<file path="src/sv/vbps_pkg.sv">
// Types, command codes and register defaults for the valve bypass pulse sequencer.
// No dependencies; used by every module of the block.
package vbps_pkg;

    localparam logic [15:0] CMD_NONE     = 16'd0;
    localparam logic [15:0] CMD_CLOSE    = 16'd8;
    localparam logic [15:0] CMD_OPEN     = 16'd9;
    localparam logic [15:0] CMD_SHUTDOWN = 16'd10;

    localparam int unsigned CFG_IDX_W = 2;
    localparam logic [CFG_IDX_W-1:0] CFG_ENABLE = 2'd0;
    localparam logic [CFG_IDX_W-1:0] CFG_PULSE  = 2'd1;
    localparam logic [CFG_IDX_W-1:0] CFG_SETTLE = 2'd2;

    localparam logic        ENABLE_RESET = 1'b1;
    localparam logic [31:0] PULSE_RESET  = 32'd50;
    localparam logic [31:0] SETTLE_RESET = 32'd2000;

    typedef enum logic [2:0] {
        ST_IDLE        = 3'd0,
        ST_CLOSE_PULSE = 3'd1,
        ST_OPEN_SETTLE = 3'd2,
        ST_OPEN_PULSE  = 3'd3,
        ST_SHUT_PULSE  = 3'd4
    } t_seq_state;

    typedef struct packed {
        logic [15:0] command;
        logic [31:0] time_now;
    } t_in_item;

    typedef struct packed {
        logic valve_close;
        logic bypass_open_pulse;
        logic bypass_close_pulse;
        logic bypass_status;
    } t_out_item;

    typedef struct packed {
        t_seq_state  state;
        logic [15:0] pending_command;
        logic [31:0] deadline;
        logic        valve_line;
        logic        open_line;
        logic        close_line;
        logic        status_bit;
    } t_seq_regs;

    typedef struct packed {
        logic        enable;
        logic [31:0] pulse_counts;
        logic [31:0] settle_counts;
    } t_cfg_regs;

endpackage

</file>
<file path="src/sv/vbps_step.sv">
// Next-state logic of the sequencer for one transaction.
// Depends on vbps_pkg.
module vbps_step
    import vbps_pkg::*;
(
    input  t_seq_regs i_cur,
    input  t_cfg_regs i_cfg,
    input  t_in_item  i_item,
    output t_seq_regs o_next,
    output t_out_item o_result
);

    logic [15:0] pend;
    logic        past;

    assign past = i_item.time_now > i_cur.deadline;

    always_comb begin
        o_next = i_cur;
        pend   = i_cur.pending_command;
        if (i_cfg.enable) begin
            if (i_item.command != CMD_NONE) begin
                pend = i_item.command;
            end
            o_next.pending_command = pend;
            case (i_cur.state)
                ST_IDLE: begin
                    o_next.pending_command = CMD_NONE;
                    if (pend == CMD_CLOSE) begin
                        o_next.valve_line = 1'b1;
                        o_next.open_line  = 1'b1;
                        o_next.deadline   = i_item.time_now + i_cfg.pulse_counts;
                        o_next.state      = ST_CLOSE_PULSE;
                    end else if (pend == CMD_OPEN) begin
                        o_next.valve_line = 1'b0;
                        o_next.deadline   = i_item.time_now + i_cfg.settle_counts;
                        o_next.state      = ST_OPEN_SETTLE;
                    end else if (pend == CMD_SHUTDOWN) begin
                        o_next.valve_line = 1'b1;
                        o_next.close_line = 1'b1;
                        o_next.deadline   = i_item.time_now + i_cfg.pulse_counts;
                        o_next.state      = ST_SHUT_PULSE;
                    end
                end
                ST_CLOSE_PULSE: begin
                    if (past) begin
                        o_next.open_line  = 1'b0;
                        o_next.status_bit = 1'b1;
                        o_next.state      = ST_IDLE;
                    end
                end
                ST_OPEN_SETTLE: begin
                    if (past) begin
                        o_next.close_line = 1'b1;
                        o_next.deadline   = i_item.time_now + i_cfg.pulse_counts;
                        o_next.state      = ST_OPEN_PULSE;
                    end
                end
                ST_OPEN_PULSE, ST_SHUT_PULSE: begin
                    if (past) begin
                        o_next.close_line = 1'b0;
                        o_next.status_bit = 1'b0;
                        o_next.state      = ST_IDLE;
                    end
                end
                default: begin
                    o_next.state = ST_IDLE;
                end
            endcase
        end
    end

    assign o_result.valve_close        = o_next.valve_line;
    assign o_result.bypass_open_pulse  = o_next.open_line;
    assign o_result.bypass_close_pulse = o_next.close_line;
    assign o_result.bypass_status      = o_next.status_bit;

endmodule

</file>
<file path="src/sv/valve_bypass_pulse_sequencer_core.sv">
// Valve bypass pulse sequencer: input register, state update, result register.
// Input register holds an accepted item until the result register frees up.
// Throughput: one transaction per cycle unless the output stalls; the state
// update uses 32-bit adds and one 32-bit compare in vbps_step.
// Reset: synchronous, active low; clears sequencer state, pipeline valids and
// loads register defaults (enable 1, pulse 50, settle 2000).
module valve_bypass_pulse_sequencer_core
    import vbps_pkg::*;
(
    input  logic                 i_clk,
    input  logic                 i_rst_n,
    input  logic                 i_in_valid,
    output logic                 o_in_ready,
    input  t_in_item             i_in_data,
    output logic                 o_out_valid,
    input  logic                 i_out_ready,
    output t_out_item            o_out_data,
    input  logic                 i_cfg_valid,
    output logic                 o_cfg_ready,
    input  logic [CFG_IDX_W-1:0] i_cfg_index,
    input  logic [31:0]          i_cfg_data
);

    t_cfg_regs r_cfg;
    t_seq_regs r_seq;
    t_seq_regs n_seq;
    t_in_item  r_in;
    logic      r_in_valid;
    t_out_item r_out;
    t_out_item n_out;
    logic      r_out_valid;
    logic      out_free;
    logic      step_fire;

    assign out_free    = !r_out_valid || i_out_ready;
    assign step_fire   = r_in_valid && out_free;
    assign o_in_ready  = !r_in_valid || out_free;
    assign o_cfg_ready = 1'b1;
    assign o_out_valid = r_out_valid;
    assign o_out_data  = r_out;

    vbps_step u_step (
        .i_cur    (r_seq),
        .i_cfg    (r_cfg),
        .i_item   (r_in),
        .o_next   (n_seq),
        .o_result (n_out)
    );

    always_ff @(posedge i_clk) begin
        if (!i_rst_n) begin
            r_cfg.enable        <= ENABLE_RESET;
            r_cfg.pulse_counts  <= PULSE_RESET;
            r_cfg.settle_counts <= SETTLE_RESET;
        end else if (i_cfg_valid) begin
            case (i_cfg_index)
                CFG_ENABLE: r_cfg.enable        <= i_cfg_data[0];
                CFG_PULSE:  r_cfg.pulse_counts  <= i_cfg_data;
                CFG_SETTLE: r_cfg.settle_counts <= i_cfg_data;
                default: begin
                end
            endcase
        end
    end

    always_ff @(posedge i_clk) begin
        if (!i_rst_n) begin
            r_in_valid <= 1'b0;
        end else if (o_in_ready) begin
            r_in_valid <= i_in_valid;
        end
    end

    always_ff @(posedge i_clk) begin
        if (o_in_ready && i_in_valid) begin
            r_in <= i_in_data;
        end
    end

    always_ff @(posedge i_clk) begin
        if (!i_rst_n) begin
            r_seq.state           <= ST_IDLE;
            r_seq.pending_command <= CMD_NONE;
            r_seq.deadline        <= '0;
            r_seq.valve_line      <= 1'b0;
            r_seq.open_line       <= 1'b0;
            r_seq.close_line      <= 1'b0;
            r_seq.status_bit      <= 1'b0;
            r_out_valid           <= 1'b0;
        end else if (step_fire) begin
            r_seq       <= n_seq;
            r_out_valid <= 1'b1;
        end else if (i_out_ready) begin
            r_out_valid <= 1'b0;
        end
    end

    always_ff @(posedge i_clk) begin
        if (step_fire) begin
            r_out <= n_out;
        end
    end

endmodule

</file>
<file path="config.mk">
export PLATFORM = sky130hd
export DESIGN_NAME = valve_bypass_pulse_sequencer_core
export DESIGN_NICKNAME = d
export VERILOG_FILES = /design/src/sv/vbps_pkg.sv /design/src/sv/vbps_step.sv /design/src/sv/valve_bypass_pulse_sequencer_core.sv
export SDC_FILE = /design/constraint.sdc
export NUM_CORES = 1
export LEC_CHECK = 0
export ABC_CLOCK_PERIOD_IN_PS = 5400
export BUFFER_PORTS_ARGS = -buffer_cell sky130_fd_sc_hd__buf_2
export CAP_MARGIN = 20
export CORE_MARGIN = 5
export CORE_UTILIZATION = 60
export CTS_CLUSTER_SIZE = 10
export DETAILED_ROUTE_END_ITERATION = 6
export GPL_TIMING_DRIVEN = 0
export PLACE_DENSITY = 0.8
export SYNTH_ARGS = -nofsm -noshare
export SYNTH_HDL_FRONTEND = slang
export SYNTH_SLANG_ARGS = --single-unit
</file>
<file path="constraint.sdc">
create_clock -name i_clk -period 5.4 [get_ports i_clk]
set_clock_uncertainty 0.2 [all_clocks]
set_input_delay 0.54 -clock i_clk [delete_from_list [all_inputs] [get_ports i_clk]]
set_output_delay 0.54 -clock i_clk [all_outputs]
set_load 0.05 [all_outputs]
</file>
Yosys cells after proc, flatten, opt, wreduce, memory -nomap -nowiden
Index checks and enable logic that the tools add are counted.
{ "word_totals": {"regBits": 174, "latchBits": 0, "ram_bits": 0, "mem_bits_ro": 0, "output_inout_bits": 7, "wordCells": 81, "n_memories": 0} }
{ "classes": {"add_sub_neg": 2, "n_mul": 0, "div_mod_pow": 0, "order_cmp": 1, "n_eq_ne": 12, "shift": 0, "n_mux": 29, "n_bitwise": 0, "n_reduce_logical": 19} }
{ "ops": {"columns": ["op", "n"], "rows": [
  ["33-bit 2-to-1 mux", 3],
  ["32-bit adder", 2],
  ["32-bit case mux with 2 select lines", 1],
  ["16-bit by 4-bit == test with 1-bit output (second input constant)", 3],
  ["16-bit 2-to-1 mux", 3],
  ["32-bit greater-than comparator", 1],
  ["32-bit 2-to-1 mux", 1],
  ["16-bit nonzero test", 1],
  ["3-bit 2-to-1 mux", 5],
  ["1-bit 2-to-1 mux", 10],
  ["5-bit AND reduction", 2],
  ["3-bit case mux with 3 select lines", 1],
  ["2-bit AND reduction", 4],
  ["3-bit by 2-bit == test with 1-bit output (second input constant)", 2],
  ["4-bit 2-to-1 mux", 1],
  ["2-bit by 1-bit != test with 1-bit output (second input constant)", 2],
  ["4-bit by 1-bit != test with 1-bit output (second input constant)", 1],
  ["1-bit case mux with 2 select lines", 2],
  ["2-bit nonzero test", 2],
  ["3-bit by 1-bit == test with 1-bit output (second input constant)", 1],
  ["3-bit == test (second input constant)", 1],
  ["3-bit zero test", 1],
  ["1-bit case mux with 3 select lines", 1],
  ["3-bit OR reduction", 1],
  ["other kinds (8)", 11]
]} }

Longest topological paths before layout
{ "logic_depth": {"ltp_word": 9, "depth_mapped": 13, "mapped_depth_nobuf": 12} }

Hierarchy
Synthesis repeated with hierarchy kept, for this count alone.
{ "unflattened": {"cells_unflattened": 1366, "hier_area_um2": 11702.5} }
{ "by_module_without_submodules": {"columns": ["mod", "instances", "cells_per_inst", "area_each_um2", "seq_area_each_um2"], "rows": [
  ["valve_bypass_pulse_sequencer_core", 1, 553, 6150.9, 4003.8],
  ["vbps_step", 1, 813, 5551.6, 0.0]
]} }

Least setup slack after synthesis
OpenSTA, ideal clock, no wires.
{ "synth_path": {"path_type": "reg-to-reg", "from": "reg r_out_valid, in the netlist o_out_valid", "to": "reg r_in[0] (netlist name), enable pin", "setup_time_ps": 410, "t_arrival_ps": 2300, "required_time_ps": 4790, "path_slack_ps": 2489, "stages_incl_launch_ff": 4, "n_path_buf": 0, "synth_period_minus_slack_ps": 2911, "path_cell_list": "dfxtp_1 nor2b_1 nand2_1 and2_1"} }
{ "synth_between": {"elab_chain_len": 4} }
{ "synth_lines": {"columns": ["element", "line", "rtl"], "rows": [
  ["start, declared", "valve_bypass_pulse_sequencer_core.sv:31", "logic r_out_valid;"],
  ["start signal, assigned", "valve_bypass_pulse_sequencer_core.sv:89", "r_out_valid <= 1'b0;"],
  ["start signal, assigned", "valve_bypass_pulse_sequencer_core.sv:92", "r_out_valid <= 1'b1;"],
  ["start signal, assigned", "valve_bypass_pulse_sequencer_core.sv:94", "r_out_valid <= 1'b0;"],
  ["1-bit zero test", "valve_bypass_pulse_sequencer_core.sv:35", "assign out_free = !r_out_valid || i_out_ready;"],
  ["1-bit logical OR", "valve_bypass_pulse_sequencer_core.sv:35", null],
  ["1-bit logical OR", "valve_bypass_pulse_sequencer_core.sv:37", "assign o_in_ready = !r_in_valid || out_free;"],
  ["named net o_in_ready", "valve_bypass_pulse_sequencer_core.sv:13", "output logic o_in_ready,"],
  ["1-bit logical AND", "valve_bypass_pulse_sequencer_core.sv:75", "if (o_in_ready && i_in_valid) begin"],
  ["end signal, assigned", "valve_bypass_pulse_sequencer_core.sv:76", "r_in <= i_in_data;"],
  ["end, declared", "valve_bypass_pulse_sequencer_core.sv:27", "t_in_item r_in;"]
]} }
The timed path passes the listed nets, and every way through them passes these cells.
A chain may end at the register's enable or synchronous reset.

Worst setup path in the final report
{ "layout_path": {"from": "reg r_in[0] (netlist name)", "to": "reg r_seq[34] (netlist name)"} }
{ "layout_between": {"elab_chain_len": 5, "elab_cells_between_ends": 10, "classes_between": "add/sub (2); order compare (1); eq/ne (1); mux (5); reduce/logical (1)"} }
{ "layout_lines": {"columns": ["element", "line", "rtl"], "rows": [
  ["32-bit adder", "vbps_step.sv:32, vbps_step.sv:41, vbps_step.sv:55", null],
  ["33-bit 2-to-1 mux", "vbps_step.sv:38", "end else if (pend == CMD_SHUTDOWN) begin"],
  ["33-bit 2-to-1 mux", "vbps_step.sv:34", "end else if (pend == CMD_OPEN) begin"],
  ["33-bit 2-to-1 mux", "vbps_step.sv:29", "if (pend == CMD_CLOSE) begin"],
  ["32-bit case mux with 2 select lines", "vbps_step.sv:26", "case (i_cur.state)"],
  ["end signal, assigned", "valve_bypass_pulse_sequencer_core.sv:91", "r_seq <= n_seq;"],
  ["end, declared", "valve_bypass_pulse_sequencer_core.sv:25", "t_seq_regs r_seq;"]
]} }
Parallel ways exist; a longest one is shown, timed or not. The select of a mux whose other input is x is not followed.

==> flow_summary.json <==
{
  "grt_usage_pct": 29.1,
  "cts.clk_slew.worst_paths_ns": 0.08,
  "syn_nets": 1400,
  "drt_pre_antenna_iters": 6,
  "worstPathMaxFanout": 5,
  "clock_latency_ns": 0.45,
  "crit_type": "flip-flop to flip-flop",
  "path_depth": 12,
  "dieWidth_um": 143,
  "dp_slack_ns": 1.35,
  "hold_path_depth": 1,
  "p_per_area_nw_per_um2": 263,
  "worst_slew_pin_slew_ns": 0.845,
  "fin_cells": 1567,
  "root_buffer": "clkbuf_16",
  "cpMostUsedCell": "o21ai_0",
  "htreeDepth": 4,
  "overflow": 0,
  "cts_buffers": 17,
  "vias": 9552,
  "p_leak_nw": 4.92,
  "p_total_mw": 3.15,
  "yosys-top-cells-area": "dfxtp_1, edfxtp_1, ha_1",
  "grt_max_degree": 28,
  "cts_tree": "built",
  "final_common_cell": "nand2_1",
  "cts.sinks": 174,
  "cts.hold.buffers_added": 0,
  "path_cells": "ha_1, inv_1, fa_1, nor2b_1, o21ai_0, a21boi_0, o21ai_0, a311oi_1, nor3_1, nor4b_1, o32ai_1, a21o_1",
  "synth_area_um2": 10600,
  "core-area_um2": 17300,
  "drt-initial-drc-count": 691,
  "synth_fa_ha_area_share_pct": 11.5,
  "synth_edf_count": 52,
  "fin_ws_ns": 1.20,
  "portBuffers": 92,
  "yosys_warnings": 0,
  "ant_nets": 0,
  "finalHoldViolCount": 0,
  "fin_tns_setup_ns": 0,
  "period_needed_ns": 4.20,
  "synth.top_cell.area_share_pct": 23.1,
  "seq_area_frac_synth_pct": 37.8,
  "synth_mux_area_share_pct": 0.685,
  "crit_path_start_kind": "flip-flop",
  "worstPathRequired_ns": 5.55,
  "layout_worst_path_cycle_share_pct": 77.8,
  "synthSimpleGateAreaFrac_pct": 17.8,
  "slew_violations": 0,
  "cts_resized": 0,
  "synthXorXnorAreaFrac_pct": 4.05,
  "hold_path.class": "input port to flip-flop",
  "antenna_found_initial": 0,
  "io_pins": 94,
  "diodes": 0,
  "synth_compound_area_share_pct": 24.0,
  "synth_ff_type": "dfxtp_1",
  "status": "complete, no violations",
  "gp_congestion": 0.960,
  "initial_core_util_pct": 61.2,
  "rows": 48,
  "cts_setup_buffers": 0,
  "clock_path_buffers": 2,
  "synth_top_area_cell": "dfxtp_1",
  "setup_viol": 0,
  "cp_slowest_stage_delay_ns": 0.65,
  "fmax_ghz": 0.238,
  "cp_num_buf_inv": 1,
  "grt_pass1_vias": 9158,
  "dieArea_um2": 20400,
  "path_delay_family": "compound AO/OA/AOI/OAI gates",
  "wl_per_cell_um": 18.9,
  "syn_area_per_cell_um2": 8.70,
  "grt_pass1_wl_um": 46600,
  "synthCells": 1217,
  "ff2ff_path_depth": 12,
  "final_cell_mix": "nand2_1, a21oi_1, dfxtp_1",
  "drv_cap": 0,
  "synth_top_family_by_area": "compound AO/OA/AOI/OAI gates",
  "peakVddDrop_uv": 240,
  "die_h_um": 143,
  "dpl-instance-area_um2": 11300,
  "wl_um": 29600,
  "ys_ff_latch": 174,
  "regToRegSetupSlack_ns": 1.20,
  "drive_above_1_share_pct": 12.5,
  "rsz0062_at_grt": "false",
  "final_nets": 1512,
  "ys_types": 80,
  "fin_area_um2": 12000,
  "synth-async-reset-ratio_pct": 0,
  "dp_hpwl_um": 22200,
  "vias_per_cell": 6.10,
  "area_growth_pct": 13.1,
  "worstSetupEndpointType": "flip-flop",
  "critPathSlowestCell": "a311oi_1",
  "dpl.cell_count": 1535,
  "critPathArrivalTime_ns": 4.35,
  "slew_headroom_pct": 42.2,
  "drc_errors": 0
}
path summary, 6_finish.rpt:
check | startpoint | endpoint
worst max register to register | r_in[0]$_DFFE_PP_ | r_seq[34]$_SDFFE_PN0P_
worst max-delay path | r_in[0]$_DFFE_PP_ | r_seq[34]$_SDFFE_PN0P_
worst min register to register | r_cfg[61]$_SDFFE_PN0P_ | r_cfg[61]$_SDFFE_PN0P_
worst min-delay path | i_in_data[6] | r_in[6]$_DFFE_PP_
cells by family (layout without fill, tap and decap cells):
| kind of cell | count (synthesis) | after routing |
|---|---|---|
| buf+inv | 101 | 226 |
| other cells | 1 | 1 |
| mux | 7 | 7 |
| xor+xnor | 49 | 49 |
| flops | 174 | 174 |
| compound gates | 384 | 384 |
| fa+ha+maj | 96 | 96 |
| simple gates | 405 | 405 |
layout make-up:
class                      count  area, µm²
multi-input combinational    942       6150
timing repair buffer          93        480
inverter                      49        184
clock buffer                  17        425
clock inverter                15        199
buffer                        52        251
sequential                   174       4000
tap                          225        282
fill                        1411       5320
layer usage:
metal,global-route usage (%),wire (µm),vias up
met5,0,0,-
met4,11.5,930,0
met3,6.36,2180,69
met2,47.1,13800,368
met1,38.1,12700,4475
li1,-,-,4640
through the flow:
stage / hold WS, ns / utilization, %
4_1_cts: 0.0481 / 69.2
3_5_place_dp: 0.251 / 65.6
3_3_place_gp: 0.247 / 65.5
6_report: 0.0592 / 69.2
5_1_grt: 0.0458 / 69.2
2_1_floorplan: 0.241 / -
worst register-to-register path: stages (launching register included):
cell and delay, ns:
edfxtp_1 0.41, ha_1 0.25, inv_1 0.07, fa_1 0.40
nor2b_1 0.13, o21ai_0 0.10, a21boi_0 0.58, o21ai_0 0.37
a311oi_1 0.65, nor3_1 0.12, nor4b_1 0.50, o32ai_1 0.15
a21o_1 0.17
sequential cells by signal (all words and copies together) (netlist names):
signal       count
r_in            48
r_in_valid       1
o_out_valid      1
r_seq           55
o_out_data       4
r_cfg           65
cells in the mapped netlist, drive strengths merged (17+ instances only):
master / instances
dfxtp: 122
clkbuf: 35
ha: 94
inv: 49
a31oi: 21
nor2: 90
nand3: 30
nand2: 176
o21ai: 66
a21o: 44
a22oi: 26
buf: 17
nor2b: 17
xnor2: 34
a21oi: 136
edfxtp: 52
power by group:
| group | leakage, nW | switching [mW] | internal, mW |
|---|---|---|---|
| combinational | 3.13 | 0.274 | 0.177 |
| sequential | 1.50 | 0.0370 | 1.39 |
| clock | 0.300 | 0.638 | 0.632 |
| total | 4.92 | 0.949 | 2.20 |
Power figures use the tool's default switching activity.
